[src/rtl/core/rsc_pkg.sv]
// ----------------------------------------------------------------------------
// rsc_pkg: shared types, constants and table function
// Holds the register map, field widths and the elaboration-time function
// that builds the quarter-wave sine table.
// ----------------------------------------------------------------------------
package rsc_pkg;

   localparam int unsigned RANGE_W = 16;
   localparam int unsigned ANGLE_W = 16;
   localparam int unsigned COORD_W = 17;
   localparam int unsigned CSR_INDEX_W = 8;
   localparam int unsigned CSR_DATA_W = 16;

   typedef logic [CSR_INDEX_W-1:0] csr_index_type;

   localparam csr_index_type CSR_RANGE_LOW   = csr_index_type'(0);
   localparam csr_index_type CSR_RANGE_HIGH  = csr_index_type'(1);
   localparam csr_index_type CSR_START_ANGLE = csr_index_type'(2);
   localparam csr_index_type CSR_ANGLE_STEP  = csr_index_type'(3);

   localparam logic [CSR_DATA_W-1:0] RANGE_LOW_RESET   = 16'd0;
   localparam logic [CSR_DATA_W-1:0] RANGE_HIGH_RESET  = 16'd65535;
   localparam logic [CSR_DATA_W-1:0] START_ANGLE_RESET = 16'h8000;
   localparam logic [CSR_DATA_W-1:0] ANGLE_STEP_RESET  = 16'd182;

   localparam logic [ANGLE_W-1:0] QUARTER_TURN = 16'h4000;

   localparam logic [63:0] HALF_PI_Q31 = 64'd3373259426;
   localparam int unsigned TAYLOR_TERMS = 12;
   localparam logic [63:0] TAYLOR_DIV [TAYLOR_TERMS] = '{
      64'd6, 64'd20, 64'd42, 64'd72, 64'd110, 64'd156,
      64'd210, 64'd272, 64'd342, 64'd420, 64'd506, 64'd600
   };

   // Entry k of the quarter-wave table, sin(pi/2 * k / 2^table_bits) scaled
   // by 2^frac_bits. The series runs in Q31 with truncating steps.
   function automatic logic [63:0] sine_entry(input int unsigned table_bits,
                                              input int unsigned frac_bits,
                                              input int unsigned k);
      logic [63:0] x;
      logic [63:0] x2;
      logic [63:0] term;
      logic [63:0] sum;
      x = (HALF_PI_Q31 * 64'(k) + ((64'd1 << table_bits) >> 1)) >> table_bits;
      x2 = (x * x) >> 31;
      term = x;
      sum = x;
      for (int i = 0; i < TAYLOR_TERMS; i++) begin
         term = ((term * x2) >> 31) / TAYLOR_DIV[i];
         if ((i & 1) == 0) begin
            sum = (sum >= term) ? sum - term : 64'd0;
         end else begin
            sum = sum + term;
         end
      end
      return ((sum << frac_bits) + (64'd1 << 30)) >> 31;
   endfunction

endpackage

[src/rtl/core/rsc_scale.sv]
// ----------------------------------------------------------------------------
// rsc_scale: range times sine
// Multiplies a range by a sine magnitude, rounds half away from zero and
// applies the sign; a rejected sample gives zero.
// ----------------------------------------------------------------------------
module rsc_scale #(
   parameter int unsigned SINE_FRAC_BITS = 15
) (
   input  logic [rsc_pkg::RANGE_W-1:0]        range_mm,
   input  logic [SINE_FRAC_BITS:0]            mag,
   input  logic                               neg,
   input  logic                               kept,
   output logic signed [rsc_pkg::COORD_W-1:0] coord
);

   localparam int unsigned PW = rsc_pkg::RANGE_W + SINE_FRAC_BITS + 1;

   logic [PW-1:0]               prod;
   logic [PW:0]                 prod_rnd;
   logic [rsc_pkg::COORD_W-1:0] mag_mm;

   assign prod = PW'(range_mm) * PW'(mag);
   assign prod_rnd = (PW + 1)'(prod) + ((PW + 1)'(1) << (SINE_FRAC_BITS - 1));
   assign mag_mm = prod_rnd[SINE_FRAC_BITS +: rsc_pkg::COORD_W];

   always_comb begin
      if (!kept) begin
         coord = '0;
      end else if (neg) begin
         coord = $signed(rsc_pkg::COORD_W'(0) - mag_mm);
      end else begin
         coord = $signed(mag_mm);
      end
   end

endmodule

[config.mk]
export PLATFORM = sky130hd
export DESIGN_NAME = rsc_scale
export DESIGN_NICKNAME = d
export VERILOG_FILES = /design/src/rtl/core/rsc_pkg.sv /design/src/rtl/core/rsc_scale.sv
export SDC_FILE = /design/constraint.sdc
export NUM_CORES = 1
export LEC_CHECK = 0
export ABC_AREA = 1
export ABC_CLOCK_PERIOD_IN_PS = 9950
export BUFFER_PORTS_ARGS = -buffer_cell sky130_fd_sc_hd__clkbuf_2
export CAP_MARGIN = 10
export CELL_PAD_IN_SITES_DETAIL_PLACEMENT = 1
export CELL_PAD_IN_SITES_GLOBAL_PLACEMENT = 1
export CORE_MARGIN = 2
export CORE_UTILIZATION = 25
export DETAILED_ROUTE_END_ITERATION = 10
export PLACE_DENSITY = 0.62
export SLEW_MARGIN = 20
export SYNTH_ARGS = -nofsm -noshare
export SYNTH_HDL_FRONTEND = slang
export SYNTH_SLANG_ARGS = --single-unit
[constraint.sdc]
create_clock -name vclk -period 9.95
set_clock_uncertainty 0.05 [all_clocks]
set_input_delay 0.4975 -clock vclk [all_inputs]
set_output_delay 0.4975 -clock vclk [all_outputs]
set_load 0.03 [all_outputs]
==> run summary <==
Via density - 4.26
Register area - 0 µm²
FP Rows - 73
Register area share after synthesis - 0%
Initial DRT Pass Iterations - 4
Core box area - 39,700 µm²
Post-route DRC - 0
Multi-input gate area - 8170 µm²
Post-Syn Nets - 1,823
Hold Crit Class - input port to output port
Slew HR - 59.5%
DIE AREA - 41,900 µm²
Tightest Pin Transition - 600 ps
Post-synth top area share - 38.5%
Initial Util - 25.4%
CP endpoint kind - output port
RSZ-0062 raised after global routing - no
First-pass GRT wire length - 50.5 mm
Syn Area/Cell - 6.80 µm²
Final setup fails - 0
Sum Neg Setup Slack - 0 ps
Most common cell after layout, fill and taps aside - nand2_1
Minimum clock period - 7370 ps
Fillers - 5,060
Critical path required time - 9400 ps
I/O Pins - 51
Die Span Y - 205 µm
Synth unique cells - 33
Final Cycle Share - 74.0%
Slew Limit Fails - 0
Crit-path max cell delay - 570 ps
Routed len/inst - 14.6 µm
Final Hold Viols - 0
Seq cells - 0
Synth Instances - 1,483
DIE WIDTH - 205 µm
Status - finished, final reports clean
Most frequent cells in the layout - nand2_1, inv_1, fa_1, ha_1, nor2_1
CLK BUF - 0
Final nets - 1,814
Crit Path Class - input port to output port
All-Layer GR Usage - 14.9%
Worst-path cell with the longest stage delay - fa_1
DR iter-0 viols - 271
Antenna violations before repair - 0
WL final - 29.2 mm
Post-CTS Setup Bufs - 0
Vias in the first global route - 9,873
Synth area leaders - fa_1, nand2_1, inv_1, ha_1, nor2_1
MaxCap Viol Count - 0
Share of cells above drive strength 1 - 6.59%
CTS resizes - 0
Cts hold-fix bufs - 0
Achievable Freq - 0.136 GHz
Largest area contributor in the synthesized netlist - fa_1
IO buf count - 51
Setup crit start kind - input port
RePlAce Congestion - 0.837
Area Overhead vs Synth - 6.73%
Mapped Area - 10,100 µm²
GRT overflow - 0
Largest net degree at the start of global routing - 18
Worst Path Arrival - 6820 ps
Via count - 8,500
Max FO, Critical Path - 16
Dpl hpwl - 26.0 mm
Final ANT Viol Nets - 0
N_diodes - 0
Ys Warns - 0
==> routing by layer <==
layer | track usage, % | wire [µm]
met5 | 0 | 0
met2 | 26.8 | 14200
met1 | 20.7 | 14100
met4 | 1.32 | 320
met3 | 0.191 | 540
==> synth_stat cells (2+ instances only) <==
cell type	count
nand2_1	446
inv_1	439
fa_1	194
ha_1	112
nor2_1	66
clkbuf_1	61
nand3_1	35
a21oi_1	27
nand2_2	18
o21ai_0	18
nand4_1	9
nand3_2	8
nor3_1	8
inv_2	6
nand3b_1	5
nor2_4	4
and2_1	3
nor2_2	3
nor3_2	3
xnor2_1	3
o21ai_1	2
o21bai_1	2
==> cell families (layout without fill, tap and decap cells) <==
| group | after synthesis | in the layout | synth area share [%] |
|---|---|---|---|
| AO/OA/AOI/OAI | 55 | 55 | 2.98 |
| XOR/XNOR | 4 | 4 | 0.348 |
| adder cells (fa/ha/maj) | 306 | 306 | 52.4 |
| buffers and inverters | 508 | 497 | 18.9 |
| AND/OR/NAND/NOR | 610 | 610 | 25.3 |
==> worst max-delay path: cells and delay by family <==
| family | cells | cell delay, ps |
|---|---|---|
| fa+ha+maj | 8 | 3570 |
| simple gates | 14 | 1740 |
| buf+inv | 8 | 980 |
==> layout make-up <==
| cell class | instances | share of cell area [%] |
|---|---|---|
| Inverter | 446 | 15.6 |
| Timing Repair Buffer | 51 | 2.37 |
| Tap cell | 525 | 6.11 |
| Multi-Input combinational cell | 975 | 76.0 |
==> path summary, 6_finish.rpt <==
check | start | endpoint | cells after the start
setup / recovery | range_mm[10] | coord[14] | 30
hold / removal | kept | coord[0] | 4
==> through the flow <==
step	hold WS (ps)	instance area (µm²)	utilization, %	setup WS [ps]	instances
floorplan	1120	10100	-	3060	1483
CTS	1510	10800	27.1	2450	1997
finish	1500	10800	27.1	2580	1997
detailed placement	1510	10800	27.1	2480	1997
global route	1550	10800	27.1	2100	1997
global placement	1500	10800	27.1	2520	1997
Power is not shown: default switching activity piles up to over one toggle a cycle in this logic, so the estimate is an artifact.
